===== src/rtl/core/kta_pkg.sv =====
`default_nettype none
// ---------------------------------------------------------------------------
// kta_pkg
// Shared widths, codes, constants and angle tables for the Kepler anomaly
// solver.
// ---------------------------------------------------------------------------
package kta_pkg;

    localparam int NEWTON_STEP_LIMIT_DEF = 10;
    localparam int ANGLE_FRAC_BITS_DEF   = 29;

    localparam int TIME_W    = 48;
    localparam int PERIOD_W  = 47;
    localparam int ECC_W     = 32;
    localparam int ANOM_W    = 32;
    localparam int STATUS_W  = 2;
    localparam int CFG_IDX_W = 2;
    localparam int CFG_W     = 48;

    localparam int DIV_NUM_W = 64;
    localparam int DIV_DEN_W = 48;
    localparam int DIV_CNT_W = 7;
    localparam int MUL_W     = 33;
    localparam int MUL_P_W   = 2 * MUL_W;

    localparam logic [63:0] PI_Q61          = 64'h6487ED5110B4611A;
    localparam logic [63:0] TWO_PI_Q61      = 64'hC90FDAA22168C234;
    localparam logic [63:0] HALF_PI_Q61     = 64'h3243F6A8885A308D;
    localparam logic [63:0] CORDIC_GAIN_Q30 = 64'd652032874;
    localparam logic [32:0] E_ONE_Q31       = 33'h080000000;

    typedef enum logic [STATUS_W-1:0] {
        STATUS_OK           = 2'd0,
        STATUS_PERIOD_ZERO  = 2'd1,
        STATUS_NOT_ELLIPTIC = 2'd2
    } status_t;

    typedef enum logic [CFG_IDX_W-1:0] {
        CFG_ECCENTRICITY   = 2'd0,
        CFG_ORBIT_PERIOD   = 2'd1,
        CFG_PERIAPSIS_TIME = 2'd2
    } cfg_idx_t;

    typedef struct packed {
        logic start;
        logic vec;
    } cordic_ctl_t;

    function automatic logic [63:0] from_q61(input logic [63:0] c, input int f);
        logic [64:0] t;
        t = {1'b0, c} + (65'd1 << (60 - f));
        return 64'(t >> (61 - f));
    endfunction

    function automatic logic [63:0] from_q30(input logic [63:0] c, input int f);
        logic [64:0] t;
        t = {1'b0, c} + (65'd1 << (29 - f));
        return 64'(t >> (30 - f));
    endfunction

    function automatic logic [63:0] atan_step(input logic [5:0] i, input int f);
        logic [63:0] tab;
        case (i)
            6'd0:    tab = 64'd843314857;
            6'd1:    tab = 64'd497837829;
            6'd2:    tab = 64'd263043837;
            6'd3:    tab = 64'd133525159;
            6'd4:    tab = 64'd67021687;
            6'd5:    tab = 64'd33543516;
            6'd6:    tab = 64'd16775851;
            6'd7:    tab = 64'd8388437;
            6'd8:    tab = 64'd4194283;
            6'd9:    tab = 64'd2097149;
            default: tab = 64'd0;
        endcase
        if (i < 6'd10) begin
            return from_q30(tab, f);
        end
        return 64'd1 << (f - int'(i));
    endfunction

endpackage
`default_nettype wire


===== src/rtl/core/kta_mul.sv =====
`default_nettype none
// ---------------------------------------------------------------------------
// kta_mul
// Shared signed multiplier, product registered.
// ---------------------------------------------------------------------------
module kta_mul (
    input  wire logic                                   aclk,
    input  wire logic signed [kta_pkg::MUL_W-1:0]       a,
    input  wire logic signed [kta_pkg::MUL_W-1:0]       b,
    output logic signed      [kta_pkg::MUL_P_W-1:0]     prod
);

    logic signed [kta_pkg::MUL_P_W-1:0] prod_reg;

    always_ff @(posedge aclk) begin
        prod_reg <= a * b;
    end

    assign prod = prod_reg;

endmodule
`default_nettype wire


===== config.mk =====
export PLATFORM = sky130hd
export DESIGN_NAME = kta_mul
export DESIGN_NICKNAME = d
export VERILOG_FILES = /design/src/rtl/core/kta_pkg.sv /design/src/rtl/core/kta_mul.sv
export SDC_FILE = /design/constraint.sdc
export NUM_CORES = 2
export LEC_CHECK = 0
export ABC_AREA = 1
export BUFFER_PORTS_ARGS = -buffer_cell sky130_fd_sc_hd__buf_2
export CAP_MARGIN = 20
export CORE_ASPECT_RATIO = 1.2
export CORE_UTILIZATION = 30
export CTS_CLUSTER_SIZE = 12
export DETAILED_ROUTE_END_ITERATION = 16
export PLACE_DENSITY_LB_ADDON = 0.15
export SLEW_MARGIN = 25
export SYNTH_ARGS = -nofsm -noshare
export SYNTH_HDL_FRONTEND = slang
export SYNTH_SLANG_ARGS = --single-unit

===== constraint.sdc =====
create_clock -name aclk -period 11.2 [get_ports aclk]
set_clock_uncertainty 0.1 [all_clocks]
set_input_delay 0.56 -clock aclk [delete_from_list [all_inputs] [get_ports aclk]]
set_output_delay 0.56 -clock aclk [all_outputs]
set_load 0.03 [all_outputs]

==> metrics.txt <==
outcome complete, no violations; count of cell types in the netlist 35; Hold WC Path Type input pin to flip-flop; Pins Over Slew Limit 0; most frequent cells after synthesis 1894 x inv_1, 1517 x nand2_1, 1145 x fa_1; RSZ-0062 raised after global routing false; vias in the first global route 37000; DPL Wire Length 117000 um; clock-pin transition on the worst setup and hold timing paths 0.06 ns; GR Util All Layers 19.8%; net count of the mapped netlist 6972; post-synth top area cell fa_1; crit start category input pin; max reg flops 66; post-CTS setup buffer count 0; worst setup slack after layout 2.88 ns; Layout area overhead 6.23%; crit path kind input pin to flip-flop; Warnings, synthesis 0; CTS Hold Bufs 0; fin crit share 74.3%; Slew HR 29.0%; nets@finish 6888; H-tree Lvls 3; ranking of synthesized cells by area fa_1 53%, inv_1 16%, nand2_1 13%, ha_1 6.3%, dfxtp_1 3.1%; Cell Rows 152; Reg area 1320 um2; Crit path required time 11.36 ns; clk root buf clkbuf_16; total number of vias 32000; Place WS 2.47 ns; Initial Util 30.2%; CTS max path bufs 2; via-per-instance ratio 4.33; clock buffer count from CTS 9; post-synthesis average cell area 7.79 um2; multi-input logic area 33800 um2; CP endpoint kind flip-flop; Filler cells 15700; Mapped Area 43200 um2; largest net degree at the start of global routing 34; post-cts resize count 0; first-pass GRT wire length 219000 um; cells after synthesis 5543; I/O pins 133; Worst Tran Pin Value 1.06 ns; share of synthesized registers carrying an async set or reset 0%; die height 418 um; Layout Cells excl Fill 7392; Synth Flop Type dfxtp_1; Routed Antenna Nets 0; DRT iter0 DRCs 1373; Yosys top cell area share 53.1%; Max Fclk 120 MHz; initial antenna violation count 12; top-count cell post-synth inv_1; Crit Path Max Fanout 33; Die ar. 145000 um2; Worst Path Arrival 8.48 ns; final setup vio count 0; routed len/inst 18.6 um; Routed WL 137000 um; placed cell count 7373; layout cells sized above 1 4.48%; total core area 143000 um2; DRT Pass-1 Iters 5; Fin. Hold Viols 0; Residual DRC 0; fin crit period 8.32 ns; Max-Cap Viols 0; sequential-to-total area share from yosys stat 3.06%; Yosys reg bits 66; Post-synth EDFFs 0; # port buffers 132; Horiz. Die Dim 348 um; GR Overflow Total 0; CTS tree done; number of clock sinks 66; Placer Congestion 0.919; setup TNS 0 ns
final timing paths:
kind   from        to  slack, ns  depth (start not counted)
max   a[32]  prod[51]       2.88                         22
min    b[0]   prod[0]       0.83                          3
cell usage in the layout (no fill, tap or decap), types with 4 or more instances in the layout:
cell / instances
nor3_1: 7
nand3_2: 8
or2_2: 5
nor4_1: 4
a21oi_1: 61
inv_1: 1894
o21ai_0: 19
nor2_2: 20
nand2_2: 17
clkbuf_16: 9
xor2_1: 37
ha_1: 217
o21bai_1: 14
nor2_1: 131
buf_4: 36
nand4_1: 19
nand2_1: 1517
xnor2_1: 4
nand3_1: 70
a21oi_2: 4
buf_2: 132
dfxtp_1: 66
fa_1: 1145
through the flow:
stage / hold slack [ns] / area [um2] / utilization [%]
CTS: 0.853 / 45900 / 32.1
global placement: 0.895 / 45500 / 31.8
floorplan: 0.724 / 43200 / -
finish: 0.827 / 45900 / 32.1
global route: 0.870 / 45900 / 32.1
detailed placement: 0.896 / 45500 / 31.8
area by class of cell:
cell class,instances,share of cell area (%)
multi-input combinational,3319,73.6
inverter,1895,15.5
tap,1925,5.25
sequential,66,2.88
timing repair buffer,168,2.03
clock buffer,10,0.521
clock inverter,6,0.194
antenna,3,0.0164
kinds of logic (layout without fill, tap and decap cells):
group	Yosys count	count (layout)	synth area share, %
AO/OA/AOI/OAI	106	106	1.38
XOR/XNOR	41	41	0.832
adder cells (fa/ha/maj)	1362	1362	59.4
buffers and inverters	2158	2079	18.8
flip-flops	66	66	3.06
other	0	3	0
AND/OR/NAND/NOR	1810	1810	16.6
critical path, cell delays in order:
cell	delay [ns]
buf_2	0.61
nand2_1	0.20
inv_1	0.17
fa_1	0.49
fa_1	0.62
fa_1	0.71
fa_1	1.28
fa_1	0.58
fa_1	0.50
fa_1	0.49
inv_1	0.05
fa_1	0.47
inv_1	0.04
ha_1	0.43
nand2_1	0.16
nor2_1	0.21
nand2_1	0.16
nor2_1	0.18
nand3_1	0.17
nand3_1	0.13
nand2_1	0.05
nand2_1	0.15
layer usage:
| metal | vias up | routed length [um] | track usage (%) | share of wire (%) |
|---|---|---|---|---|
| li1 | 14800 | - | - | - |
| met1 | 16600 | 53400 | 22.5 | 39 |
| met2 | 458 | 77200 | 39.9 | 56 |
| met3 | 157 | 3220 | 1.22 | 2.3 |
| met4 | 10 | 3310 | 4.15 | 2.4 |
| met5 | - | 65 | 0 | 0.047 |
Power is not shown: default switching activity piles up to over one toggle a cycle in this logic, so the estimate is an artifact.
