===== config.mk =====
export PLATFORM = sky130hd
export DESIGN_NAME = kta_cordic
export DESIGN_NICKNAME = d
export VERILOG_FILES = /design/src/rtl/core/kta_pkg.sv /design/src/rtl/core/kta_cordic.sv
export SDC_FILE = /design/constraint.sdc
export NUM_CORES = 1
export LEC_CHECK = 0
export BUFFER_PORTS_ARGS = -buffer_cell sky130_fd_sc_hd__buf_2
export CORE_ASPECT_RATIO = 1.5
export CORE_UTILIZATION = 26
export CTS_CLUSTER_DIAMETER = 200
export DETAILED_ROUTE_END_ITERATION = 16
export HOLD_SLACK_MARGIN = 0.03
export PLACE_DENSITY = 0.37
export SLEW_MARGIN = 5
export SYNTH_ARGS = -nofsm -noshare
export SYNTH_HDL_FRONTEND = slang
export SYNTH_SLANG_ARGS = --single-unit

===== constraint.sdc =====
create_clock -name aclk -period 10.6 [get_ports aclk]
set_clock_uncertainty 0.2 [all_clocks]
set_input_delay 0.53 -clock aclk [delete_from_list [all_inputs] [get_ports aclk]]
set_output_delay 0.53 -clock aclk [all_outputs]
set_load 0.05 [all_outputs]

===== src/rtl/core/kta_pkg.sv =====
`default_nettype none
// ---------------------------------------------------------------------------
// kta_pkg
// Shared widths, codes, constants and angle tables for the Kepler anomaly
// solver.
// ---------------------------------------------------------------------------
package kta_pkg;

    localparam int NEWTON_STEP_LIMIT_DEF = 10;
    localparam int ANGLE_FRAC_BITS_DEF   = 29;

    localparam int TIME_W    = 48;
    localparam int PERIOD_W  = 47;
    localparam int ECC_W     = 32;
    localparam int ANOM_W    = 32;
    localparam int STATUS_W  = 2;
    localparam int CFG_IDX_W = 2;
    localparam int CFG_W     = 48;

    localparam int DIV_NUM_W = 64;
    localparam int DIV_DEN_W = 48;
    localparam int DIV_CNT_W = 7;
    localparam int MUL_W     = 33;
    localparam int MUL_P_W   = 2 * MUL_W;

    localparam logic [63:0] PI_Q61          = 64'h6487ED5110B4611A;
    localparam logic [63:0] TWO_PI_Q61      = 64'hC90FDAA22168C234;
    localparam logic [63:0] HALF_PI_Q61     = 64'h3243F6A8885A308D;
    localparam logic [63:0] CORDIC_GAIN_Q30 = 64'd652032874;
    localparam logic [32:0] E_ONE_Q31       = 33'h080000000;

    typedef enum logic [STATUS_W-1:0] {
        STATUS_OK           = 2'd0,
        STATUS_PERIOD_ZERO  = 2'd1,
        STATUS_NOT_ELLIPTIC = 2'd2
    } status_t;

    typedef enum logic [CFG_IDX_W-1:0] {
        CFG_ECCENTRICITY   = 2'd0,
        CFG_ORBIT_PERIOD   = 2'd1,
        CFG_PERIAPSIS_TIME = 2'd2
    } cfg_idx_t;

    typedef struct packed {
        logic start;
        logic vec;
    } cordic_ctl_t;

    function automatic logic [63:0] from_q61(input logic [63:0] c, input int f);
        logic [64:0] t;
        t = {1'b0, c} + (65'd1 << (60 - f));
        return 64'(t >> (61 - f));
    endfunction

    function automatic logic [63:0] from_q30(input logic [63:0] c, input int f);
        logic [64:0] t;
        t = {1'b0, c} + (65'd1 << (29 - f));
        return 64'(t >> (30 - f));
    endfunction

    function automatic logic [63:0] atan_step(input logic [5:0] i, input int f);
        logic [63:0] tab;
        case (i)
            6'd0:    tab = 64'd843314857;
            6'd1:    tab = 64'd497837829;
            6'd2:    tab = 64'd263043837;
            6'd3:    tab = 64'd133525159;
            6'd4:    tab = 64'd67021687;
            6'd5:    tab = 64'd33543516;
            6'd6:    tab = 64'd16775851;
            6'd7:    tab = 64'd8388437;
            6'd8:    tab = 64'd4194283;
            6'd9:    tab = 64'd2097149;
            default: tab = 64'd0;
        endcase
        if (i < 6'd10) begin
            return from_q30(tab, f);
        end
        return 64'd1 << (f - int'(i));
    endfunction

endpackage
`default_nettype wire


===== src/rtl/core/kta_cordic.sv =====
`default_nettype none
// ---------------------------------------------------------------------------
// kta_cordic
// Shared CORDIC, one micro-rotation per cycle. Rotation mode returns
// cos/sin of an angle after quadrant folding; vectoring mode returns the
// arctangent of a vector.
// ---------------------------------------------------------------------------
module kta_cordic #(
    parameter  int ANGLE_FRAC_BITS = kta_pkg::ANGLE_FRAC_BITS_DEF,
    localparam int AW = ANGLE_FRAC_BITS + 8
) (
    input  wire logic                       aclk,
    input  wire logic                       aresetn,
    input  wire kta_pkg::cordic_ctl_t       ctl,
    input  wire logic signed [AW-1:0]       a_in,
    input  wire logic signed [AW-1:0]       x_in,
    input  wire logic signed [AW-1:0]       y_in,
    output logic                            done,
    output logic signed      [AW-1:0]       x_out,
    output logic signed      [AW-1:0]       y_out,
    output logic signed      [AW-1:0]       z_out
);

    localparam int CW = $clog2(ANGLE_FRAC_BITS + 1);
    localparam logic signed [AW-1:0] PI_A =
        AW'(kta_pkg::from_q61(kta_pkg::PI_Q61, ANGLE_FRAC_BITS));
    localparam logic signed [AW-1:0] TWO_PI_A =
        AW'(kta_pkg::from_q61(kta_pkg::TWO_PI_Q61, ANGLE_FRAC_BITS));
    localparam logic signed [AW-1:0] HALF_A =
        AW'(kta_pkg::from_q61(kta_pkg::HALF_PI_Q61, ANGLE_FRAC_BITS));
    localparam logic signed [AW-1:0] GAIN_A =
        AW'(kta_pkg::from_q30(kta_pkg::CORDIC_GAIN_Q30, ANGLE_FRAC_BITS));

    logic                   busy_reg;
    logic                   done_reg;
    logic [CW-1:0]          cnt_reg;
    logic                   vec_reg;
    logic                   flip_reg;
    logic signed [AW-1:0]   x_reg;
    logic signed [AW-1:0]   y_reg;
    logic signed [AW-1:0]   z_reg;

    logic signed [AW-1:0]   a_fold;
    logic                   flip;
    logic signed [AW-1:0]   dx;
    logic signed [AW-1:0]   dy;
    logic signed [AW-1:0]   step;
    logic                   up;

    always_comb begin
        a_fold = a_in;
        flip   = 1'b0;
        if (a_fold > PI_A) begin
            a_fold = a_fold - TWO_PI_A;
        end
        if (a_fold < -PI_A) begin
            a_fold = a_fold + TWO_PI_A;
        end
        if (a_fold > HALF_A) begin
            a_fold = a_fold - PI_A;
            flip   = 1'b1;
        end else if (a_fold < -HALF_A) begin
            a_fold = a_fold + PI_A;
            flip   = 1'b1;
        end
    end

    always_comb begin
        dx   = y_reg >>> cnt_reg;
        dy   = x_reg >>> cnt_reg;
        step = AW'(kta_pkg::atan_step(6'(cnt_reg), ANGLE_FRAC_BITS));
        up   = vec_reg ? y_reg[AW-1] : ~z_reg[AW-1];
    end

    always_ff @(posedge aclk) begin
        if (!aresetn) begin
            busy_reg <= 1'b0;
            done_reg <= 1'b0;
            cnt_reg  <= '0;
        end else begin
            done_reg <= 1'b0;
            if (ctl.start) begin
                busy_reg <= 1'b1;
                cnt_reg  <= '0;
            end else if (busy_reg) begin
                cnt_reg <= cnt_reg + 1'b1;
                if (cnt_reg == CW'(ANGLE_FRAC_BITS)) begin
                    busy_reg <= 1'b0;
                    done_reg <= 1'b1;
                end
            end
        end
    end

    always_ff @(posedge aclk) begin
        if (ctl.start) begin
            vec_reg <= ctl.vec;
            if (ctl.vec) begin
                flip_reg <= 1'b0;
                z_reg    <= '0;
                x_reg    <= x_in[AW-1] ? -x_in : x_in;
                y_reg    <= x_in[AW-1] ? -y_in : y_in;
            end else begin
                flip_reg <= flip;
                z_reg    <= a_fold;
                x_reg    <= GAIN_A;
                y_reg    <= '0;
            end
        end else if (busy_reg) begin
            if (up) begin
                x_reg <= x_reg - dx;
                y_reg <= y_reg + dy;
                z_reg <= z_reg - step;
            end else begin
                x_reg <= x_reg + dx;
                y_reg <= y_reg - dy;
                z_reg <= z_reg + step;
            end
        end
    end

    assign done  = done_reg;
    assign x_out = flip_reg ? -x_reg : x_reg;
    assign y_out = flip_reg ? -y_reg : y_reg;
    assign z_out = z_reg;

endmodule
`default_nettype wire


==> summary.txt <==
STA
  • Final cycle utilization of the critical path: 81.3%
  • Final Critical Period: 8.62 ns
  • Slew HR: 20.5%
  • Final Hold Vio Count: 0
  • Slew Viols, Final: 0
  • RSZ-0062 raised after global routing: false
  • Setup-failing EPs final: 0
  • Tightest Pin Transition: 1.18 ns
  • Post-Route Setup TNS: 0 ns
  • FMAX: 116 MHz

Clocking
  • Clock Path Buffers: 2
  • Post-CTS sizing: 0
  • Clk slew on worst S/H paths: 0.08 ns
  • Worst-Skew Late Latency: 0.50 ns
  • Clk sinks: 148
  • CTS Hold Bufs: 0
  • # Post-CTS Setup Buffers: 0
  • H-tree levels: 4
  • Clock root cell: clkbuf_16
  • CTS tree: yes
  • CTS buffer count: 17

Critical path
  • WP data required: 10.64 ns
  • CP endpoint kind: flop
  • Critical path startpoint category: flop
  • Critical path data arrival time: 8.65 ns
  • Worst-path fanout max: 40
  • Setup Crit Path Kind: flop to flop

Cells and area
  • Reg area: 4110 sq um
  • Area growth syn-to-layout: 11.1%
  • Fill cells: 11.4k
  • Final non-filler cell total: 5105
  • Multi-input gate area: 21700 sq um
  • Util after Layout: 29.2%
  • Fraction of layout cells with a size suffix above 1: 13.0%
  • ANT cells: 0
  • Final nets: 3957

Place
  • Number of port buffers: 226
  • Placed insts: 5073
  • RD Place Congestion: 0.912
  • HPWL after DPL: 104000 um

Synth
  • Synth Flop Type: edfxtp_1
  • Most instantiated cells after synthesis: 403 x nand2_1, 303 x nor2_1, 283 x xnor2_1
  • Mapped Cells: 3613
  • Syn_nets: 3865
  • Synth Cell Area: 27100 sq um
  • Post-synth top area cell: edfxtp_1
  • Top-count cell post-synth: nand2_1
  • Share of the synthesized area in the top cell type: 12.5%
  • Post-synth ARST share: 0%
  • Seq cells post-synth: 148
  • Warnings, synthesis: 0
  • Top cells by area, synth: edfxtp_1 13%, xnor2_1 9.2%, ha_1 6.2%
  • Sequential share of the synthesized area: 15.1%
  • Post-synth EDFFs: 113
  • Synth cell types: 105
  • Avg Cell Area, Syn: 7.49 sq um

Floorplanning
  • Die area: 105000 sq um
  • Starting Density: 26.3%
  • Die Wd: 265 um
  • Die Ht: 397 um
  • Core area: 103000 sq um
  • Row count: 144
  • Io pins: 227

Routing
  • Final wirelength: 128000 um
  • DR pass1 iterations: 5
  • DRT iter0 DRCs: 2051
  • Via density: 5.55
  • Number of remaining DRC errors: 0
  • Total number of vias: 28.3k
  • DR WL/cell: 25.1 um
  • Antenna violation net count after detailed routing: 0

Power and ir drop
  • Tot Pwr: 10000 uW
  • VDD IR max: 0.126 mV
  • Pwr dens: 333 nW/um^2
  • P_leak: 0.0112 uW

Global route
  • Initial antenna violation count: 5
  • GRT Total Usage: 23.8%
  • First-pass GRT wire length: 187000 um
  • GRT overflow: 0
  • Vias in the first global route: 28.4k
  • Largest net degree at the start of global routing: 80

Job
  • Max Cap Viol: 0

Status
  • Status: complete, no violations

Min path
  • Worst min-delay path class: input port to flop
-- through the flow --
stage | worst slack (ns) | hold WS [ns] | cell area (sq um)
floorplan | 2.83 | 0.397 | 27100
global placement | 1.83 | 0.470 | 29500
detailed placement | 1.85 | 0.468 | 29500
CTS | 1.83 | 0.0692 | 30100
global route | 1.48 | 0.106 | 30100
finish | 1.98 | 0.110 | 30100
-- critical path: stages (launching register included) --
cell,delay [ns]
dfxtp_4,0.72
clkinv_1,0.57
ha_1,0.60
nand3_1,0.36
nor2_1,0.07
a21oi_1,0.35
nand3_1,0.16
or4_1,0.61
nor2_1,0.23
and3_1,0.26
nand2_1,0.09
nor3_1,0.45
nor2_1,0.10
xnor2_1,0.16
ha_1,0.35
nor2b_1,0.27
nor2_1,0.14
o2111a_1,0.21
o311ai_0,0.75
a31o_2,0.32
a2111oi_0,0.10
nor3_1,0.33
and4_1,0.28
nor2_1,0.06
a21oi_1,0.19
xor2_1,0.12
a221o_1,0.30
-- routing by layer --
layer | up-vias | track usage (%) | part of all wire [%]
met5 | - | 0 | 0.010
met4 | 2 | 10.4 | 4.4
met3 | 189 | 1.94 | 2.6
met2 | 683 | 48.7 | 57
met1 | 13722 | 23.8 | 36
li1 | 13716 | - | -
-- logic make-up (layout without fill, tap and decap cells) --
kind of cell / after synthesis / count (layout) / synth area share, %
buffers and inverters: 321 / 426 / 4.88
and+or+nand+nor: 1326 / 1326 / 24.1
DFF: 148 / 148 / 15.1
AOI/OAI and AO/OA: 1099 / 1099 / 27.1
muxes: 138 / 138 / 7.92
xor gates and xnor gates: 444 / 444 / 14.4
adders and majority gates: 137 / 137 / 6.42
-- cells in the final DEF, fill, tap and decap left out, types with 29 or more instances in the layout --
master	instances
xor2_1	159
or3_1	66
o211ai_1	51
xnor2_1	283
nand3_1	109
ha_1	134
a21oi_1	212
mux2i_1	59
nand2_1	402
nor2b_1	29
nor4_1	39
o22ai_1	81
o21a_1	41
nand4_1	36
or4_1	34
a21o_1	45
or2_2	32
nand2b_1	42
nor2_1	302
dfxtp_1	30
buf_4	56
o31ai_1	72
mux4_2	59
and3_1	42
o21ai_0	245
edfxtp_1	113
and2_1	32
nor3_1	93
buf_2	225
inv_1	107
a31oi_1	46
-- layout make-up --
class	count	share of cell area, %
Inverter	113	1.41
Multi-Input combinational cell	3144	72.1
Timing Repair Buffer	281	5.14
Tap cell	1387	5.77
Clock buffer	20	1.45
Sequential cell	148	13.6
Clock inverter	12	0.520
-- report_power, final --
group / internal (uW) / switching [uW]
Clock: 370 / 297
Sequential: 1030 / 631
Combinational: 2920 / 4780
-- worst paths after layout --
| check | startpoint | slack [ns] | depth (start not counted) | end |
|---|---|---|---|---|
| hold reg to reg | busy_reg | 0.47 | 2 | done |
| setup / recovery | cnt_reg[1] | 1.98 | 26 | z_out[35] |
| hold / removal | aresetn | 0.11 | 2 | busy_reg |
| setup reg to reg | cnt_reg[1] | 1.98 | 26 | z_out[35] |
(Power assumes the default switching activity.)
