**src/rtl/core/kta_pkg.sv**
```systemverilog
`default_nettype none
// ---------------------------------------------------------------------------
// kta_pkg
// Shared widths, codes, constants and angle tables for the Kepler anomaly
// solver.
// ---------------------------------------------------------------------------
package kta_pkg;

    localparam int NEWTON_STEP_LIMIT_DEF = 10;
    localparam int ANGLE_FRAC_BITS_DEF   = 29;

    localparam int TIME_W    = 48;
    localparam int PERIOD_W  = 47;
    localparam int ECC_W     = 32;
    localparam int ANOM_W    = 32;
    localparam int STATUS_W  = 2;
    localparam int CFG_IDX_W = 2;
    localparam int CFG_W     = 48;

    localparam int DIV_NUM_W = 64;
    localparam int DIV_DEN_W = 48;
    localparam int DIV_CNT_W = 7;
    localparam int MUL_W     = 33;
    localparam int MUL_P_W   = 2 * MUL_W;

    localparam logic [63:0] PI_Q61          = 64'h6487ED5110B4611A;
    localparam logic [63:0] TWO_PI_Q61      = 64'hC90FDAA22168C234;
    localparam logic [63:0] HALF_PI_Q61     = 64'h3243F6A8885A308D;
    localparam logic [63:0] CORDIC_GAIN_Q30 = 64'd652032874;
    localparam logic [32:0] E_ONE_Q31       = 33'h080000000;

    typedef enum logic [STATUS_W-1:0] {
        STATUS_OK           = 2'd0,
        STATUS_PERIOD_ZERO  = 2'd1,
        STATUS_NOT_ELLIPTIC = 2'd2
    } status_t;

    typedef enum logic [CFG_IDX_W-1:0] {
        CFG_ECCENTRICITY   = 2'd0,
        CFG_ORBIT_PERIOD   = 2'd1,
        CFG_PERIAPSIS_TIME = 2'd2
    } cfg_idx_t;

    typedef struct packed {
        logic start;
        logic vec;
    } cordic_ctl_t;

    function automatic logic [63:0] from_q61(input logic [63:0] c, input int f);
        logic [64:0] t;
        t = {1'b0, c} + (65'd1 << (60 - f));
        return 64'(t >> (61 - f));
    endfunction

    function automatic logic [63:0] from_q30(input logic [63:0] c, input int f);
        logic [64:0] t;
        t = {1'b0, c} + (65'd1 << (29 - f));
        return 64'(t >> (30 - f));
    endfunction

    function automatic logic [63:0] atan_step(input logic [5:0] i, input int f);
        logic [63:0] tab;
        case (i)
            6'd0:    tab = 64'd843314857;
            6'd1:    tab = 64'd497837829;
            6'd2:    tab = 64'd263043837;
            6'd3:    tab = 64'd133525159;
            6'd4:    tab = 64'd67021687;
            6'd5:    tab = 64'd33543516;
            6'd6:    tab = 64'd16775851;
            6'd7:    tab = 64'd8388437;
            6'd8:    tab = 64'd4194283;
            6'd9:    tab = 64'd2097149;
            default: tab = 64'd0;
        endcase
        if (i < 6'd10) begin
            return from_q30(tab, f);
        end
        return 64'd1 << (f - int'(i));
    endfunction

endpackage
`default_nettype wire

```
**src/rtl/core/kta_sqrt.sv**
```systemverilog
`default_nettype none
// ---------------------------------------------------------------------------
// kta_sqrt
// Bitwise integer square root, floored, one result bit per cycle.
// ---------------------------------------------------------------------------
module kta_sqrt #(
    parameter  int ANGLE_FRAC_BITS = kta_pkg::ANGLE_FRAC_BITS_DEF,
    localparam int SW = 2 * ANGLE_FRAC_BITS + 2,
    localparam int RW = ANGLE_FRAC_BITS + 2
) (
    input  wire logic           aclk,
    input  wire logic           aresetn,
    input  wire logic           start,
    input  wire logic [SW-1:0]  val,
    output logic                done,
    output logic      [RW-1:0]  root
);

    logic           busy_reg;
    logic           done_reg;
    logic [SW-1:0]  v_reg;
    logic [SW-1:0]  res_reg;
    logic [SW-1:0]  bit_reg;
    logic [SW:0]    trial;
    logic           ge;

    always_comb begin
        trial = {1'b0, res_reg} + {1'b0, bit_reg};
        ge    = {1'b0, v_reg} >= trial;
    end

    always_ff @(posedge aclk) begin
        if (!aresetn) begin
            busy_reg <= 1'b0;
            done_reg <= 1'b0;
        end else begin
            done_reg <= 1'b0;
            if (start) begin
                busy_reg <= 1'b1;
            end else if (busy_reg && bit_reg[0]) begin
                busy_reg <= 1'b0;
                done_reg <= 1'b1;
            end
        end
    end

    always_ff @(posedge aclk) begin
        if (start) begin
            v_reg   <= val;
            res_reg <= '0;
            bit_reg <= SW'(1) << (SW - 2);
        end else if (busy_reg) begin
            if (ge) begin
                v_reg   <= SW'({1'b0, v_reg} - trial);
                res_reg <= (res_reg >> 1) + bit_reg;
            end else begin
                res_reg <= res_reg >> 1;
            end
            bit_reg <= bit_reg >> 2;
        end
    end

    assign done = done_reg;
    assign root = res_reg[RW-1:0];

endmodule
`default_nettype wire

```
**config.mk**
```make
export PLATFORM = sky130hd
export DESIGN_NAME = kta_sqrt
export DESIGN_NICKNAME = d
export VERILOG_FILES = /design/src/rtl/core/kta_pkg.sv /design/src/rtl/core/kta_sqrt.sv
export SDC_FILE = /design/constraint.sdc
export NUM_CORES = 1
export LEC_CHECK = 0
export BUFFER_PORTS_ARGS = -buffer_cell sky130_fd_sc_hd__buf_2
export CAP_MARGIN = 40
export CORE_ASPECT_RATIO = 0.7
export CORE_UTILIZATION = 60
export CTS_CLUSTER_SIZE = 30
export DETAILED_ROUTE_END_ITERATION = 10
export PLACE_DENSITY = 0.76
export SLEW_MARGIN = 10
export SYNTH_ARGS = -nofsm -noshare
export SYNTH_HDL_FRONTEND = slang
export SYNTH_SLANG_ARGS = --single-unit
```
**constraint.sdc**
```tcl
create_clock -name aclk -period 9.1 [get_ports aclk]
set_input_delay 0.455 -clock aclk [delete_from_list [all_inputs] [get_ports aclk]]
set_output_delay 0.455 -clock aclk [all_outputs]
set_load 0.03 [all_outputs]
```
==> results of run 1 <==
==> area by class of cell <==
cell class,count,share of cell area (%)
Clock buffer,27,3.950
Clock inverter,3,0.1513
Inverter,30,0.7564
Multi-Input combinational cell,1452,64.49
Sequential cell,152,24.50
Tap cell,312,2.622
Timing Repair Buffer,100,3.530
==> worst max-delay path: stages (launching register included) <==
cell and delay (ns):
dfxtp_1 0.37, ha_1 0.35, a31oi_1 0.19, a211oi_2 0.47
a22oi_2 0.18, o31a_1 0.34, o31a_1 0.38, o41ai_4 0.40
a21oi_2 0.13, o21a_1 0.27, o31ai_1 0.34, xnor2_1 0.12
ha_1 0.40, nand2_1 0.13, or4_1 0.47, nor4_1 0.27
a41o_1 0.22, o21ai_1 0.07, o211ai_1 0.20, o311ai_4 0.16
buf_4 0.37, o21ai_4 0.22, buf_4 0.63
==> power by group <==
part	switching, uW	internal, uW
registers	125	893
clock network	302	442
logic	1200	755
total	1630	2090
==> logic make-up (layout without fill, tap and decap cells) <==
logic type,Yosys count,in the layout
AO/OA/AOI/OAI,579,579
adder cells (fa/ha/maj),123,123
multiplexers,45,45
XOR/XNOR,139,139
AND/OR/NAND/NOR,566,566
buffers and inverters,150,160
flip-flops,152,152
==> per-stage QoR <==
step / cells / hold slack [ns] / util, % / setup slack (ns)
after floorplan: 1754 / 0.4508 / - / 0.7431
after global placement: 2045 / 0.4942 / 62.91 / 2.338
after detailed placement: 2046 / 0.4921 / 62.96 / 2.100
after CTS: 2076 / 0.2206 / 65.65 / 2.031
after global routing: 2076 / 0.2285 / 65.65 / 1.581
final: 2076 / 0.2301 / 65.65 / 1.957
==> per-layer routing <==
metal	share of wire [%]	track usage (%)	vias up	wire length [microns]
met5	0	0	-	0
met2	39	46.30	686	15940
met4	1.6	7.990	0	643
li1	-	-	6480	-
met3	12	9.865	59	4841
met1	48	53.02	6258	19540
==> layout by cell type, fill, tap and decap left out, types with 44 or more instances in the layout <==
cell | Yosys | final
nor2_1 | 196 | 196
nand2_1 | 184 | 184
o21ai_0 | 127 | 127
ha_1 | 122 | 122
a21oi_1 | 121 | 121
buf_2 | 8 | 93
dfxtp_1 | 92 | 91
xnor2_1 | 71 | 71
xor2_1 | 68 | 68
edfxtp_1 | 60 | 60
a31oi_1 | 56 | 56
a21o_1 | 48 | 48
mux2i_1 | 44 | 44
==> final timing paths <==
kind               from        end  slack, ns
max          res_reg[2]  v_reg[26]       1.96
min             aresetn   busy_reg       0.23
max reg2reg  res_reg[2]  v_reg[26]       1.96
min reg2reg  bit_reg[0]       done       0.52
==> impl_metrics.yaml, run 1 <==
run_status:
  status: "completed"
logic_synthesis:
  synthTopCellsByCount: "196 x nor2_1, 184 x nand2_1, 127 x o21ai_0, 122 x ha_1, 121 x a21oi_1"
  synth-compound-area-share_pct: 27.15
  ys_warn_count: 0
  synth.area.top_cells: "dfxtp_1 13%, edfxtp_1 13%, ha_1 11%"
  syn_area_per_cell_sq_um: 7.938
  synth_fa_ha_area_share_pct: 11.11
  synth_most_common_cell: "nor2_1"
  synthCells: 1754
  synth.top_cell.area_share_pct: 13.23
  synth_xor_area_share_pct: 8.744
  synth_ff_type: "dfxtp_1"
  synth-simple-area-share_pct: 18.63
  synth.mux.area_fraction_pct: 3.244
  synth_cell_types: 77
  synth.cell_area_sq_mm: 0.01392
  ys_ff_latch: 152
  syn_nets: 1940
  yosysTopAreaCell: "dfxtp_1"
  async_reset_ff_share_pct: 0
  synth_edf_count: 60
  synth_top_family_by_area: "compound AO/OA/AOI/OAI gates"
  ys_seq_area_share_pct: 26.17
clock_network:
  post_cts_resized: 0
  path_clk_slew_ns: 0.06
  cts_root_buf: "clkbuf_16"
  numCtsBuffers: 17
  holdBufCountCts: 0
  cts.path.max_buffers: 2
  cts-htree-levels: 4
  insertion_delay_ns: 0.44
  cts_tree: "done"
  post_cts_buffers: 0
  cts_num_sinks: 152
final_layout:
  regArea_sq_mm: 0.003647
  diodes: 0
  drive_gt1_share_pct: 8.957
  fin_area_sq_mm: 0.01489
  fillers: 1980
  area_growth_pct: 6.920
  multi_input_area_sq_mm: 0.009600
  fin_nets: 1939
drt:
  finalWirelength_microns: 40960
  via_count: 13483
  via_per_inst: 6.495
  wl_per_cell_microns: 19.73
  drt_iter0_markers: 1506
  firstDrtPassIters: 6
  ant_nets: 0
  drc: 0
place:
  placed_area_sq_mm: 0.01428
  io_buffers: 94
  place_congestion: 0.9897
  hpwl_microns: 30500
global_route:
  grt_overflow: 0
  grt_pass1_wl_microns: 63980
  grt_antenna_before_repair: 0
  grtUsageTotal_pct: 34.49
  grt_pass1_vias: 11867
  grt_max_degree: 122
worst_setup_path:
  critPathKind: "reg2reg"
  cp_max_fo: 66
  arrival_ns: 7.21
  required_ns: 9.17
  crit_path_start_kind: "flip-flop"
  ff2ff_path_depth: 22
  end_kind: "flip-flop"
die:
  io_pins: 95
  die_area_sq_mm: 0.02383
  rows: 46
  initial_core_util_pct: 61.40
  die_x_microns: 184.1
  fp.coreArea_sq_mm: 0.02268
  die_h_microns: 129.5
run:
  maxCapViolations: 0
sta:
  max_slew.worst_pin.slew_ns: 0.9249
  hold_violations: 0
  final-setup-viol-count: 0
  layout_min_cycle_time_ns: 7.143
  fin_skew_ns: 0.01071
  grt_setup_unrepaired: "false"
  period_share_pct: 78.49
  drv_slew: 0
  slew_headroom_pct: 38.34
  tns_ns: 0
  clock.fmax_mhz: 140.0
power_and_ir_drop:
  ir_drop_mv: 0.1996
  p_leak_uw: 0.005817
  finalPower_uw: 3715
  p_per_area_mw_per_mm2: 249.6
hold_path:
  holdPathStages: 2
  hold_path_class: "in2reg"
Note: power is estimated with default switching activity, not from simulation.
==> inputs of run 2 (changes only) <==
Clock period 9.1 ns to 7 ns, I/O delays scaled along.
==> impl_metrics.yaml, run 2 (synthesis results as in run 1) <==
run_status:
  status: "completed"
clock_network:
  holdBufCountCts: 0
  cts_tree: "done"
  post_cts_resized: 0
  post_cts_buffers: 0
  cts_root_buf: "clkbuf_16"
  cts-htree-levels: 4
  cts.path.max_buffers: 2
  numCtsBuffers: 17
  path_clk_slew_ns: 0.07
  insertion_delay_ns: 0.45
  cts_num_sinks: 152
power_and_ir_drop:
  ir_drop_mv: 0.2534
  cell_internal_pwr_uw: 2640
  clock_power_share_pct: 18.7
  pwr-share-seq_pct: 27.6
  swShare_pct: 44.59
  p_sw_uw: 2125
  p_comb_share_pct: 53.7
  p_per_area_mw_per_mm2: 319.6
  p_leak_uw: 0.005833
worst_setup_path:
  slowest_delay_ns: 0.48
  regToRegEndpoint: "res_reg[21]"
  startpoint: "res_reg[10]"
  end_kind: "flip-flop"
  rrSetupSlack_ns: 0.44
  path_delay_family: "compound AO/OA/AOI/OAI gates"
  cp_max_fo: 108
  crit_slowest_cell: "or4_1"
  crit_path_end: "res_reg[21]"
  critPathKind: "reg2reg"
  path_buf_inv: 1
  crit_path_start_kind: "flip-flop"
  required_ns: 7.35
  cp.depth: 22
  ff2ff_path_depth: 22
  arrival_ns: 6.90
  r2r-start: "res_reg[10]"
  cp_cell_sequence: "ha_1, nand4_2, o21ai_1, a22oi_2, o31a_1, o31a_1, o41ai_4, a21oi_2, o21a_1, o31ai_1, xnor2_1, ha_1, nand2_1, or4_1, nor4_1, a41o_1, o21ai_1, o211ai_1, o311ai_4, buf_12, or3_1, a311oi_1"
sta:
  grt_setup_unrepaired: "false"
  fin_skew_ns: 0.01042
  slew_headroom_pct: 38.55
  hold_violations: 0
  clock.fmax_mhz: 152.5
  tns_ns: 0
  period_share_pct: 93.65
  fin_hold_ws_ns: 0.1409
  final-setup-viol-count: 0
  layout_min_cycle_time_ns: 6.556
  max_slew.worst_pin.slew_ns: 0.9217
  drv_slew: 0
drt:
  firstDrtPassIters: 7
  via_count: 13394
  ant_nets: 0
  finalWirelength_microns: 40620
  via_per_inst: 6.427
  drc: 0
  wl_per_cell_microns: 19.49
  drt_iter0_markers: 1660
hold_path:
  hold_path_class: "in2reg"
global_route:
  grt_pass1_wl_microns: 63700
  grt_overflow: 0
  grt_max_degree: 109
  grt_antenna_before_repair: 0
  grt_pass1_vias: 11518
  grtUsageTotal_pct: 34.44
place:
  place_congestion: 0.9722
  hpwl_microns: 30610
  io_buffers: 94
final_layout:
  layout_commonest_cell: "nor2_1"
  diodes: 0
  final_cell_mix: "196 x nor2_1, 184 x nand2_1, 127 x o21ai_0, 122 x ha_1, 121 x a21oi_1"
  drive_gt1_share_pct: 9.312
  area_growth_pct: 7.081
  fin_nets: 1946
die:
  rows: 46
  die_h_microns: 129.5
  initial_core_util_pct: 61.40
  fp.coreArea_sq_mm: 0.02268
  io_pins: 95
  die_area_sq_mm: 0.02383
  die_x_microns: 184.1
run:
  maxCapViolations: 0
[run 2: cell count changes in the layout (fill, tap and decap cells not counted)]
| cell | delta |
|---|---|
| clkinv_2 | +2 |
| inv_4 | +1 |
| inv_6 | +2 |
| clkbuf_16 | -3 |
| buf_6 | -1 |
| buf_12 | +2 |
| clkbuf_8 | -3 |
| clkbuf_1 | +1 |
| buf_4 | +5 |
| buf_16 | +1 |
| clkinvlp_4 | +1 |
[run 2: final cells by class]
cell class,instances,area [sq um]
Clock buffer,22,475.5
Clock inverter,9,63.81
Fill cell,2013,7767
Inverter,30,112.6
Multi-Input combinational cell,1452,9600
Sequential cell,152,3647
Tap cell,312,390.4
Timing Repair Buffer,107,619.3
[run 2: power groups by stage]
stage	clock [uW]	sequential, uW	combinational, uW
after floorplan	0	1250	1980
after global placement	0	1320	2440
after detailed placement	0	1330	2480
after CTS	898	1310	2500
after global routing	932	1330	2810
final	891	1320	2560
[run 2: routing by layer]
layer	wire, microns	track usage, %
met2	15450	45.21
met1	20400	55.66
met4	487	6.912
met5	0	0
met3	4283	7.336
[run 2: stage by stage]
step | utilization, % | area [sq um] | instances | total power [uW] | worst slack (ns)
after floorplan | - | 13930 | 1754 | 3236 | 0.3687
after global placement | 63.21 | 14340 | 2051 | 3754 | 0.8395
after detailed placement | 63.37 | 14370 | 2053 | 3803 | 0.6149
after CTS | 65.75 | 14910 | 2084 | 4704 | 0.5636
after global routing | 65.75 | 14910 | 2084 | 5072 | 0.1231
final | 65.75 | 14910 | 2084 | 4765 | 0.4443
[run 2: how the worst min path moves through the flow]
stage,slack (ns),startpoint,cells after the start,to
after CTS,0.13,aresetn,2,busy_reg
after global routing,0.14,aresetn,2,busy_reg
after global placement,0.50,res_reg[0],2,res_reg[0]
after floorplan,0.45,bit_reg[0],2,done
after detailed placement,0.51,bit_reg[0],2,done
final,0.14,aresetn,2,busy_reg
