[config.mk]
export PLATFORM = sky130hd
export DESIGN_NAME = kta_div
export DESIGN_NICKNAME = d
export VERILOG_FILES = /design/src/rtl/core/kta_pkg.sv /design/src/rtl/core/kta_div.sv
export SDC_FILE = /design/constraint.sdc
export NUM_CORES = 1
export LEC_CHECK = 0
export BUFFER_PORTS_ARGS = -buffer_cell sky130_fd_sc_hd__clkbuf_2
export CAP_MARGIN = 5
export CORE_MARGIN = 3
export CORE_UTILIZATION = 45
export DETAILED_ROUTE_END_ITERATION = 7
export PLACE_DENSITY = 0.8
export SKIP_LAST_GASP = 1
export SYNTH_ARGS = -nofsm -noshare
export SYNTH_HDL_FRONTEND = slang
export SYNTH_SLANG_ARGS = --single-unit
export TNS_END_PERCENT = 30
[constraint.sdc]
create_clock -name aclk -period 6.4 [get_ports aclk]
set_input_delay 1.28 -clock aclk [delete_from_list [all_inputs] [get_ports aclk]]
set_output_delay 1.28 -clock aclk [all_outputs]
set_load 0.02 [all_outputs]
[src/rtl/core/kta_pkg.sv]
`default_nettype none
// ---------------------------------------------------------------------------
// kta_pkg
// Shared widths, codes, constants and angle tables for the Kepler anomaly
// solver.
// ---------------------------------------------------------------------------
package kta_pkg;

    localparam int NEWTON_STEP_LIMIT_DEF = 10;
    localparam int ANGLE_FRAC_BITS_DEF   = 29;

    localparam int TIME_W    = 48;
    localparam int PERIOD_W  = 47;
    localparam int ECC_W     = 32;
    localparam int ANOM_W    = 32;
    localparam int STATUS_W  = 2;
    localparam int CFG_IDX_W = 2;
    localparam int CFG_W     = 48;

    localparam int DIV_NUM_W = 64;
    localparam int DIV_DEN_W = 48;
    localparam int DIV_CNT_W = 7;
    localparam int MUL_W     = 33;
    localparam int MUL_P_W   = 2 * MUL_W;

    localparam logic [63:0] PI_Q61          = 64'h6487ED5110B4611A;
    localparam logic [63:0] TWO_PI_Q61      = 64'hC90FDAA22168C234;
    localparam logic [63:0] HALF_PI_Q61     = 64'h3243F6A8885A308D;
    localparam logic [63:0] CORDIC_GAIN_Q30 = 64'd652032874;
    localparam logic [32:0] E_ONE_Q31       = 33'h080000000;

    typedef enum logic [STATUS_W-1:0] {
        STATUS_OK           = 2'd0,
        STATUS_PERIOD_ZERO  = 2'd1,
        STATUS_NOT_ELLIPTIC = 2'd2
    } status_t;

    typedef enum logic [CFG_IDX_W-1:0] {
        CFG_ECCENTRICITY   = 2'd0,
        CFG_ORBIT_PERIOD   = 2'd1,
        CFG_PERIAPSIS_TIME = 2'd2
    } cfg_idx_t;

    typedef struct packed {
        logic start;
        logic vec;
    } cordic_ctl_t;

    function automatic logic [63:0] from_q61(input logic [63:0] c, input int f);
        logic [64:0] t;
        t = {1'b0, c} + (65'd1 << (60 - f));
        return 64'(t >> (61 - f));
    endfunction

    function automatic logic [63:0] from_q30(input logic [63:0] c, input int f);
        logic [64:0] t;
        t = {1'b0, c} + (65'd1 << (29 - f));
        return 64'(t >> (30 - f));
    endfunction

    function automatic logic [63:0] atan_step(input logic [5:0] i, input int f);
        logic [63:0] tab;
        case (i)
            6'd0:    tab = 64'd843314857;
            6'd1:    tab = 64'd497837829;
            6'd2:    tab = 64'd263043837;
            6'd3:    tab = 64'd133525159;
            6'd4:    tab = 64'd67021687;
            6'd5:    tab = 64'd33543516;
            6'd6:    tab = 64'd16775851;
            6'd7:    tab = 64'd8388437;
            6'd8:    tab = 64'd4194283;
            6'd9:    tab = 64'd2097149;
            default: tab = 64'd0;
        endcase
        if (i < 6'd10) begin
            return from_q30(tab, f);
        end
        return 64'd1 << (f - int'(i));
    endfunction

endpackage
`default_nettype wire

[src/rtl/core/kta_div.sv]
`default_nettype none
// ---------------------------------------------------------------------------
// kta_div
// Restoring shift-subtract divider, one quotient bit per cycle. The step
// count and a preloaded remainder let it serve both integer and fraction
// division.
// ---------------------------------------------------------------------------
module kta_div (
    input  wire logic                               aclk,
    input  wire logic                               aresetn,
    input  wire logic                               start,
    input  wire logic [kta_pkg::DIV_NUM_W-1:0]      num,
    input  wire logic [kta_pkg::DIV_DEN_W-1:0]      rem_init,
    input  wire logic [kta_pkg::DIV_DEN_W-1:0]      den,
    input  wire logic [kta_pkg::DIV_CNT_W-1:0]      steps,
    output logic                                    done,
    output logic      [kta_pkg::DIV_NUM_W-1:0]      quot,
    output logic      [kta_pkg::DIV_DEN_W-1:0]      rem
);

    localparam int NW = kta_pkg::DIV_NUM_W;
    localparam int DW = kta_pkg::DIV_DEN_W;

    logic                               busy_reg;
    logic                               done_reg;
    logic [kta_pkg::DIV_CNT_W-1:0]      cnt_reg;
    logic [NW-1:0]                      num_reg;
    logic [NW-1:0]                      quo_reg;
    logic [DW-1:0]                      rem_reg;
    logic [DW-1:0]                      den_reg;
    logic [DW:0]                        trial;
    logic [DW:0]                        diff;
    logic                               ge;
    logic [DW-1:0]                      rem_next;

    always_comb begin
        trial    = {rem_reg, num_reg[NW-1]};
        diff     = trial - {1'b0, den_reg};
        ge       = trial >= {1'b0, den_reg};
        rem_next = ge ? diff[DW-1:0] : trial[DW-1:0];
    end

    always_ff @(posedge aclk) begin
        if (!aresetn) begin
            busy_reg <= 1'b0;
            done_reg <= 1'b0;
            cnt_reg  <= '0;
        end else begin
            done_reg <= 1'b0;
            if (start) begin
                busy_reg <= 1'b1;
                cnt_reg  <= steps;
            end else if (busy_reg) begin
                cnt_reg <= cnt_reg - 1'b1;
                if (cnt_reg == kta_pkg::DIV_CNT_W'(1)) begin
                    busy_reg <= 1'b0;
                    done_reg <= 1'b1;
                end
            end
        end
    end

    always_ff @(posedge aclk) begin
        if (start) begin
            num_reg <= num;
            rem_reg <= rem_init;
            den_reg <= den;
            quo_reg <= '0;
        end else if (busy_reg) begin
            num_reg <= {num_reg[NW-2:0], 1'b0};
            rem_reg <= rem_next;
            quo_reg <= {quo_reg[NW-2:0], ge};
        end
    end

    assign done = done_reg;
    assign quot = quo_reg;
    assign rem  = rem_reg;

endmodule
`default_nettype wire

==> run metrics, run 1 <==
mux share of post-synthesis cell area 0.114; IO Port Bufs 282; Worst R2R Path Depth 11; worst hold path type flop to flop; clk slew on worst S/H paths 60 ps; critical path depth 11; Worst Tran Pin Value 1130 ps; Syn. warnings 0; Static Leakage 0.00644 uW; status finished, final reports clean; clk_lat worst skew 550 ps; hold-critical path depth 1; largest net degree at the start of global routing 134; Post-CTS Repair Setup Buffers 0; Most used DFF post-synth edfxtp_1; Post-Syn Instances 1,164; top-area cell type share of the netlist area 0.391; Die Ht 171 um; commonest cells in the netlist edfxtp_1, nor2_1, nand2_1; setup TNS 0 ps; Area Overhead vs Synth 20.2%; sequential power share 0.381; # setup viols final 0; post-synthesis simple-gate area fraction 0.120; row count 59; Synth area leaders edfxtp_1, dfxtp_1, mux2_2; most common cell in the netlist edfxtp_1; total grt overflow 0; post-synthesis xor/xnor area fraction 0.0285; Crit path largest cell delay 690 ps; Max-cap violations 0; Synth Area in Compound Gates 0.130; Layout Utilization 0.559; worst path required time 6790 ps; detailed-router iteration count before antenna repair 5; detailed-placement wirelength estimate 23.1 mm; Num Clock Sinks 233; Final Hold Viols 0; H-tree levels 1; share of total power in the clock network 0.299; critical path cell sequence ha_1 -> a21oi_1 -> o21ai_0 -> or4b_1 -> a221oi_2 -> o32a_2 -> o21ai_4 -> a21oi_4 -> buf_4 -> a21oi_1 -> a2bb2oi_1; switching part of the total power 0.342; Peak supply drop 0.000281 V; crit path kind flop to flop; Mean Syn Cell Area 10.6 um^2; Rel. slew slack 0.244; largest family of logic cells by synthesized area compound AO/OA/AOI/OAI gates; Crit. End Element flop; Seq/Total Area, Yosys 0.509; WP buf/inv 1; Core Area 26,400 um^2; share of cells above drive strength 1 0.285; Vias 9,833; DRT Wirelength 32.0 mm; CP delay by family, top compound AO/OA/AOI/OAI gates; initial antenna violation count 7; fin crit period 4160 ps; Worst Skew 14.2 ps; Synth cell types 67; CP dominant cell by count a21oi_1; CTS max path bufs 3; Mapped Nets 1,385; sw power 1740 uW; internal power 3360 uW; # nets final 1,632; Post-synth EDFFs 160; fmax 240 MHz; fin. max-slew vios 0; vias in the first global route 9,621; startpoint types flop; drt wl/cell 18.1 um; Synth area leader edfxtp_1; logic gate share of total power 0.320; GRT Total Usage 0.208; power per cell area 345 nW/um^2; Crit path arrival time 4550 ps; crit share post-route 0.650; number of gates resized after cts 0; Initial Util 0.465; Die Span X 171 um; Synth async-reset ratio 0; unrepaired setup endpoints after global routing no; global placer's final weighted congestion 0.941; CTS tree built; area of the die 29,400 um^2; dpl ws 2320 ps; Via density 5.56; CTS Buf Count 26; initial DRC count 758; Antenna Violating Nets Remaining 0; Critical Path Fanout Max 29; slowest CP cell a21oi_4; Yosys reg bits 233; # hold bufs at CTS 0; synthesized area 12,300 um^2; fraction of the mapped netlist area in adder cells 0.0525; PnR worst setup slack 2240 ps; first-pass GRT wire length 49.3 mm; # DRC 0; Ports 283; Root Driver clkbuf_16
cell type report:
cell class / instances / area [um^2]
clock buffers: 29 / 714
diodes: 1 / 2.50
well taps: 335 / 419
multi-input cells: 796 / 5480
fillers: 2233 / 11600
clock inverters: 19 / 176
inverters: 67 / 251
repair buffers: 287 / 1470
flip-flops and latches: 233 / 6270
metal layers:
layer | global-route usage | part of all wire | up-vias
li1 | - | - | 4720
met1 | 0.259 | 0.40 | 4629
met2 | 0.346 | 0.47 | 407
met3 | 0.0706 | 0.099 | 65
met4 | 0.0616 | 0.028 | 12
met5 | 0 | 0.0029 | -
worst register-to-register path, stage by stage (launching register included):
cell and delay, ps:
edfxtp_1 430, ha_1 410, a21oi_1 270, o21ai_0 170, or4b_1 550, a221oi_2 350
o32a_2 280, o21ai_4 90, a21oi_4 690, buf_4 440, a21oi_1 140, a2bb2oi_1 180
path summary, 6_finish.rpt:
path	start	endpoint	slack, ps
setup / recovery	rem[17]	rem[39]	2240
hold / removal	cnt_reg[6]	done	480
setup reg to reg	rem[17]	rem[39]	2240
hold reg to reg	cnt_reg[6]	done	480
cells by family after synthesis:
| kind of cell | count (synthesis) |
|---|---|
| DFF | 233 |
| xor gates and xnor gates | 40 |
| adders and majority gates | 51 |
| AOI/OAI and AO/OA | 240 |
| muxes | 132 |
| buffers and inverters | 135 |
| and+or+nand+nor | 333 |
stage by stage:
stage | hold WS [ps] | instances | instance area, um^2 | total power (uW)
final | 475 | 1767 | 14800 | 5100
after global routing | 483 | 1766 | 14800 | 5380
after CTS | 472 | 1766 | 14800 | 5120
after detailed placement | 467 | 1718 | 13900 | 3590
after global placement | 469 | 1718 | 13900 | 3560
after floorplan | 440 | 1164 | 12300 | 3160
power groups by stage:
stage | combinational, uW | clock (uW) | sequential, uW
after floorplan | 1130 | 0 | 2030
after global placement | 1590 | 0 | 1970
after detailed placement | 1620 | 0 | 1970
after CTS | 1620 | 1560 | 1940
after global routing | 1800 | 1610 | 1960
final | 1630 | 1520 | 1940
layout by cell type (no fill, tap or decap), types with 10 or more instances in the layout:
cell type and count:
clkbuf_2 281, edfxtp_1 160, nor2_1 128, nand2_1 108
dfxtp_1 72, mux2i_1 68, inv_1 66, mux2_2 64
a21oi_1 64, ha_1 50, o21ai_0 43, a31oi_1 32
clkbuf_16 28, a21o_1 23, xnor2_1 22, nand4_1 21
xor2_1 18, nand3_1 17, nor3_1 10
No activity file was read; power rests on OpenSTA's default activity.
==> run 2, diff against run 1 <==
--- a/config.mk
+++ b/config.mk
@@ -5,12 +5,13 @@
 export SDC_FILE = /design/constraint.sdc
 export NUM_CORES = 1
 export LEC_CHECK = 0
+export ABC_AREA = 1
 export BUFFER_PORTS_ARGS = -buffer_cell sky130_fd_sc_hd__clkbuf_2
 export CAP_MARGIN = 5
 export CORE_MARGIN = 3
 export CORE_UTILIZATION = 45
 export DETAILED_ROUTE_END_ITERATION = 7
-export PLACE_DENSITY = 0.8
+export PLACE_DENSITY = 0.81
 export SKIP_LAST_GASP = 1
 export SYNTH_ARGS = -nofsm -noshare
 export SYNTH_HDL_FRONTEND = slang
==> constraint.sdc (replaced) <==
create_clock -name aclk -period 3.77 [get_ports aclk]
set_input_delay 0.754 -clock aclk [delete_from_list [all_inputs] [get_ports aclk]]
set_output_delay 0.754 -clock aclk [all_outputs]
set_load 0.02 [all_outputs]
==> run metrics, run 2 <==
logic gate share of total power 0.359 (+0.039); IO Port Bufs 282 (unchanged); Crit path arrival time 3410 ps (-1140 ps); Peak supply drop 0.000357 V (+27%); top-area cell type share of the netlist area 0.348 (-0.0421); worst path required time 4080 ps (-2710 ps); Layout Utilization 0.545 (-0.0144); Post-CTS Repair Setup Buffers 0 (unchanged); Yosys reg bits 233 (unchanged); number of gates resized after cts 0 (unchanged); fin. max-slew vios 0 (unchanged); Post-Syn Instances 1,876 (+61%); # DRC 0 (unchanged); Critical Path Source rem[40]; Synth cell types 41 (-39%); Antenna Violating Nets Remaining 0 (unchanged); Final Hold Viols 0 (unchanged); fin crit period 3100 ps (-1060 ps); Synth area leaders edfxtp_1, nand2_1, dfxtp_1; Ports 283 (unchanged); internal power 5460 uW (+63%); CTS Buf Count 25 (-3.8%); clk_lat worst skew 560 ps (about the same); Synth async-reset ratio 0 (unchanged); FF+latch area 6270 um^2 (about the same); detailed-placement wirelength estimate 31.6 mm (+37%); Power Total 8710 uW (+71%); R2R Path Start rem[40]; Mapped Nets 2,097 (+51%); sequential power share 0.368 (-0.013); Mean Syn Cell Area 7.35 um^2 (-30%); detailed-router iteration count before antenna repair 5 (unchanged); largest net degree at the start of global routing 70 (-48%); crit path kind flop to flop; global placer's final weighted congestion 0.987 (+4.9%); Rel. slew slack 0.576 (+0.332); Multi-input gate area 5920 um^2 (+8.1%); Area Overhead vs Synth 18.4%; dpl ws 681 ps (-1640 ps); initial antenna violation count 4 (-3); setup TNS 0 ps (unchanged); total grt overflow 0 (unchanged); Seq/Total Area, Yosys 0.454 (-0.0550); synthesized area 13,800 um^2 (+12%); Die Span X 181 um (+5.7%); # nets final 2,362 (+45%); Num Clock Sinks 233 (unchanged); commonest cells in the netlist nand2_1, inv_1, edfxtp_1; crit share post-route 0.823 (+0.173); most common cell after layout, fill and taps aside nand2_1; Worst Tran Pin Value 636 ps (-498 ps); DRT Wirelength 40.8 mm (+27%); power per cell area 533 nW/um^2 (+55%); Static Leakage 0.00842 uW (+31%); Die Ht 181 um (+5.7%); Hold Startpoint den[5]; drt wl/cell 16.0 um (-12%); CTS max path bufs 3 (unchanged); Critical Path Fanout Max 36 (+24%); fillers 2,860 (+28%); unrepaired setup endpoints after global routing no; startpoint types flop; hold_ws 374 ps (-101 ps); most frequent cells in the layout nand2_1, inv_1, clkbuf_2; row count 63 (+6.8%); PnR worst setup slack 666 ps (-1570 ps); H-tree levels 1 (unchanged); # hold bufs at CTS 0 (unchanged); Max-cap violations 0 (unchanged); Via density 4.97 (-11%); Post-synth EDFFs 160 (unchanged); most common cell in the netlist nand2_1; Core Area 30,000 um^2 (+13%); first-pass GRT wire length 64.6 mm (+31%); clk slew on worst S/H paths 60 ps (about the same); Initial Util 0.460 (-0.00513); Syn. warnings 0 (unchanged); # setup viols final 0 (unchanged); CTS tree built; area of the die 32,800 um^2 (+12%); worst hold path type input pin to flop; Most used DFF post-synth edfxtp_1; share of cells above drive strength 1 0.175 (-0.110); Vias 12.7k (+29%); GRT Total Usage 0.242 (+0.0335); switching part of the total power 0.372 (+0.0305); initial DRC count 803 (+5.9%); fmax 322 MHz (+34%); Synth area leader edfxtp_1; sw power 3240 uW (+86%); Crit. End Element flop; Worst Skew 11.9 ps (-2.36 ps); vias in the first global route 12.6k (+31%); Root Driver clkbuf_16; share of total power in the clock network 0.273 (-0.026); status finished, final reports clean
run 2: changes by cell type after synthesis, moves of 30 or more:
cell,before,now
o22ai_1,0,62
mux2_2,64,0
nand2_1,108,758
nand3b_1,1,41
inv_1,67,327
o21ai_0,43,7
mux2i_1,68,0
nor2_1,128,92
a21oi_1,64,34
nand3_1,17,103
run 2: metrics by stage:
| step | instances | cell area [um^2] |
|---|---|---|
| finish | 2548 | 16300 |
| CTS | 2547 | 16300 |
| global route | 2547 | 16300 |
| detailed placement | 2504 | 15500 |
| global placement | 2504 | 15500 |
| floorplan | 1876 | 13800 |
run 2: power groups by stage:
stage / sequential, uW / clock [uW] / combinational (uW)
final: 3200 / 2380 / 3120
after global routing: 3230 / 2520 / 3510
after CTS: 3200 / 2440 / 3120
after detailed placement: 3260 / 0 / 3100
after global placement: 3240 / 0 / 3070
after floorplan: 3380 / 0 / 2090
run 2: final cells by class:
cell class	instances	share of cell area
Clock buffer	35	0.0450
Tap cell	390	0.0299
Sequential cell	233	0.384
Clock inverter	8	0.00330
Inverter	355	0.0820
Multi-Input combinational cell	1234	0.363
Antenna cell	1	0.000153
Timing Repair Buffer	292	0.0930
run 2: worst paths after layout:
check	to	slack [ps]	cells after the start
hold reg to reg	quot[63]	470	2
hold / removal	den_reg[5]	370	1
setup / recovery	rem[29]	670	14
setup reg to reg	rem[29]	670	14
run 2: critical path, cell delays in order, from the launching register on:
cell	delay, ps
edfxtp_1	420
ha_1	400
nand2_1	170
inv_2	40
nand2_1	160
nor2_1	60
nand2_1	90
nor2_1	40
nand2_1	100
nand3_2	90
nor2_4	350
buf_4	460
nand3b_1	150
nand3_1	210
nand2_1	70
run 2: logic make-up after synthesis:
logic type,after synthesis,share of synthesized area
AND/OR/NAND/NOR,1037,0.314
buffers and inverters,409,0.116
flip-flops,233,0.454
AO/OA/AOI/OAI,121,0.0524
adder cells (fa/ha/maj),51,0.0468
XOR/XNOR,25,0.0159
run 2: routing by layer:
layer | GRT usage | wire, um | share of wire | up-vias
met4 | 0.0698 | 1240 | 0.030 | 8
met2 | 0.410 | 19000 | 0.47 | 423
met3 | 0.0683 | 3470 | 0.085 | 81
li1 | - | - | - | 6396
met5 | 0 | 49 | 0.0012 | -
met1 | 0.303 | 17000 | 0.42 | 5753
==> run 3, diff against run 2 <==
==> constraint.sdc (replaced) <==
create_clock -name aclk -period 2.67 [get_ports aclk]
set_input_delay 0.534 -clock aclk [delete_from_list [all_inputs] [get_ports aclk]]
set_output_delay 0.534 -clock aclk [all_outputs]
set_load 0.02 [all_outputs]
==> run metrics, run 3 (synthesis results as in run 2) <==
R2R Path Start rem[29]; crit path kind flop to flop; most frequent cells in the layout nand2_1, inv_1, clkbuf_2; # DRC 0 (unchanged); Peak supply drop 0.000465 V (+30%); Worst Tran Pin Value 784 ps (+148 ps); Area Overhead vs Synth 23.5%; setup TNS 0 ps (unchanged); # hold bufs at CTS 0 (unchanged); flop2flop setup slack 80 ps (-590 ps); Final Hold Viols 0 (unchanged); IO Port Bufs 282 (unchanged); Static Leakage 0.00869 uW (+3.2%); # setup viols final 0 (unchanged); CTS max path bufs 3 (unchanged); total grt overflow 0 (unchanged); first-pass GRT wire length 66.4 mm (+2.7%); clk_lat worst skew 540 ps (-20 ps); Crit path largest cell delay 480 ps (+20 ps); detailed-router iteration count before antenna repair 5 (unchanged); Critical Path Source rem[29]; global placer's final weighted congestion 0.953 (-3.5%); Worst R2R End rem[18]; Die Span X 181 um (unchanged); CTS Buf Count 25 (unchanged); Vias 12.8k (+1.2%); critical path cell sequence ha_4 -> nand2_1 -> inv_2 -> nand2_2 -> nor2_2 -> nand2_1 -> nor2_2 -> nand2_1 -> nand3_2 -> nor2_4 -> nand2_4 -> buf_12 -> buf_12 -> nand2_1 -> nand3_1 -> nand2_1; detailed-placement wirelength estimate 32.4 mm (+2.3%); Worst R2R Path Depth 16 (+2); placed cells 2,546 (+1.7%); Die Ht 181 um (unchanged); Ports 283 (unchanged); Root Driver clkbuf_16; Antenna Violating Nets Remaining 0 (unchanged); unrepaired setup endpoints after global routing yes; CP delay by family, top simple AND/OR/NAND/NOR gates; status finished, final reports clean; worst hold path type input pin to flop; critical path depth 16 (+2); Worst Setup EP rem[18]; fin crit period 2590 ps (-513 ps); DRT Wirelength 41.9 mm (+2.8%); CP dominant cell by count nand2_1; Crit. End Element flop; ANT cells 0 (-1); H-tree levels 1 (unchanged); vias in the first global route 12.9k (+2.2%); WP buf/inv 3 (+1); power per cell area 751 nW/um^2 (+41%); most common cell after layout, fill and taps aside nand2_1; CTS tree built; share of cells above drive strength 1 0.206 (+0.0307); fin. max-slew vios 0 (unchanged); # nets final 2,413 (+2.2%); row count 63 (unchanged); startpoint types flop; Crit path arrival time 2870 ps (-540 ps); Rel. slew slack 0.477 (-0.0984); crit share post-route 0.970 (+0.147); Num Clock Sinks 233 (unchanged); post-route insts no fill 2,599 (+2.0%); fmax 386 MHz (+20%); drt wl/cell 16.1 um (+0.79%); fillers 2,847 (-0.45%); area of the die 32,800 um^2 (unchanged); GRT Total Usage 0.249 (+0.00740); Max-cap violations 0 (unchanged); Core Area 30,000 um^2 (unchanged); slowest CP cell edfxtp_1; Via density 4.93 (-0.80%); initial DRC count 867 (+8.0%); largest net degree at the start of global routing 151 (+120%); Critical Path Fanout Max 14 (-61%); clk slew on worst S/H paths 70 ps (about the same); initial antenna violation count 3 (-1); Initial Util 0.460 (unchanged); Worst Skew 20.7 ps (+8.80 ps); worst path required time 2950 ps (-1130 ps)
-- run 3: cell types whose count changed in the layout (fill, tap and decap cells not counted), sizes merged --
cell      previous run  this run
clkinv               8        10
clkbuf             316       314
buf                 11        62
diode                1         0
clkinvlp             0         1
-- run 3: timing repair --
action                     in CTS  in global routing
gates resized for setup         7                 30
setup endpoints to repair      48                 48
setup buffers                   2                  7
pin swaps                       0                  3
-- run 3: cell type report --
class | count | area (um^2) | area share
multi-input combinational | 1234 | 6160 | 0.362
sequential | 233 | 6270 | 0.368
timing repair buffer | 343 | 2030 | 0.119
clock buffer | 33 | 687 | 0.0403
inverter | 355 | 1340 | 0.0786
clock inverter | 11 | 62.6 | 0.00367
tap | 390 | 488 | 0.0286
-- run 3: how the worst min path moves through the flow --
stage / from / end / slack [ps] / cells past startpoint
5_1_grt: den[7] / den_reg[7] / 150 / 1
3_3_place_gp: quot[63] / quot[63] / 440 / 2
4_1_cts: den[41] / den_reg[41] / 150 / 1
6_report: den[41] / den_reg[41] / 160 / 1
3_5_place_dp: quot[63] / quot[63] / 450 / 2
2_1_floorplan: cnt_reg[6] / cnt_reg[6] / 460 / 2
-- run 3: where the power goes --
group	switching (uW)	total, uW	leakage, uW	internal, uW
Combinational	3090	5010	0.00612	1910
Sequential	234	4550	0.00221	4320
Clock	1430	3240	0.000366	1810
-- run 3: metal layers --
layer / global-route usage / vias up / part of all wire
met4: 0.0631 / 6 / 0.025
met3: 0.0644 / 71 / 0.078
met5: 0 / - / 0.00081
met1: 0.315 / 5837 / 0.42
met2: 0.427 / 392 / 0.48
li1: - / 6505 / -
-- run 3: through the flow --
stage                     setup slack (ps)   util  area [um^2]  total power (uW)  hold slack [ps]
after floorplan                       17.5      -        13800              7720              463
after global placement                -194  0.533        16000              9290              443
after detailed placement              -201  0.533        16000              9350              454
after CTS                             8.53  0.560        16800             12600              150
after global routing                 -44.2  0.569        17000             13600              152
final                                 79.0  0.569        17000             12800              164
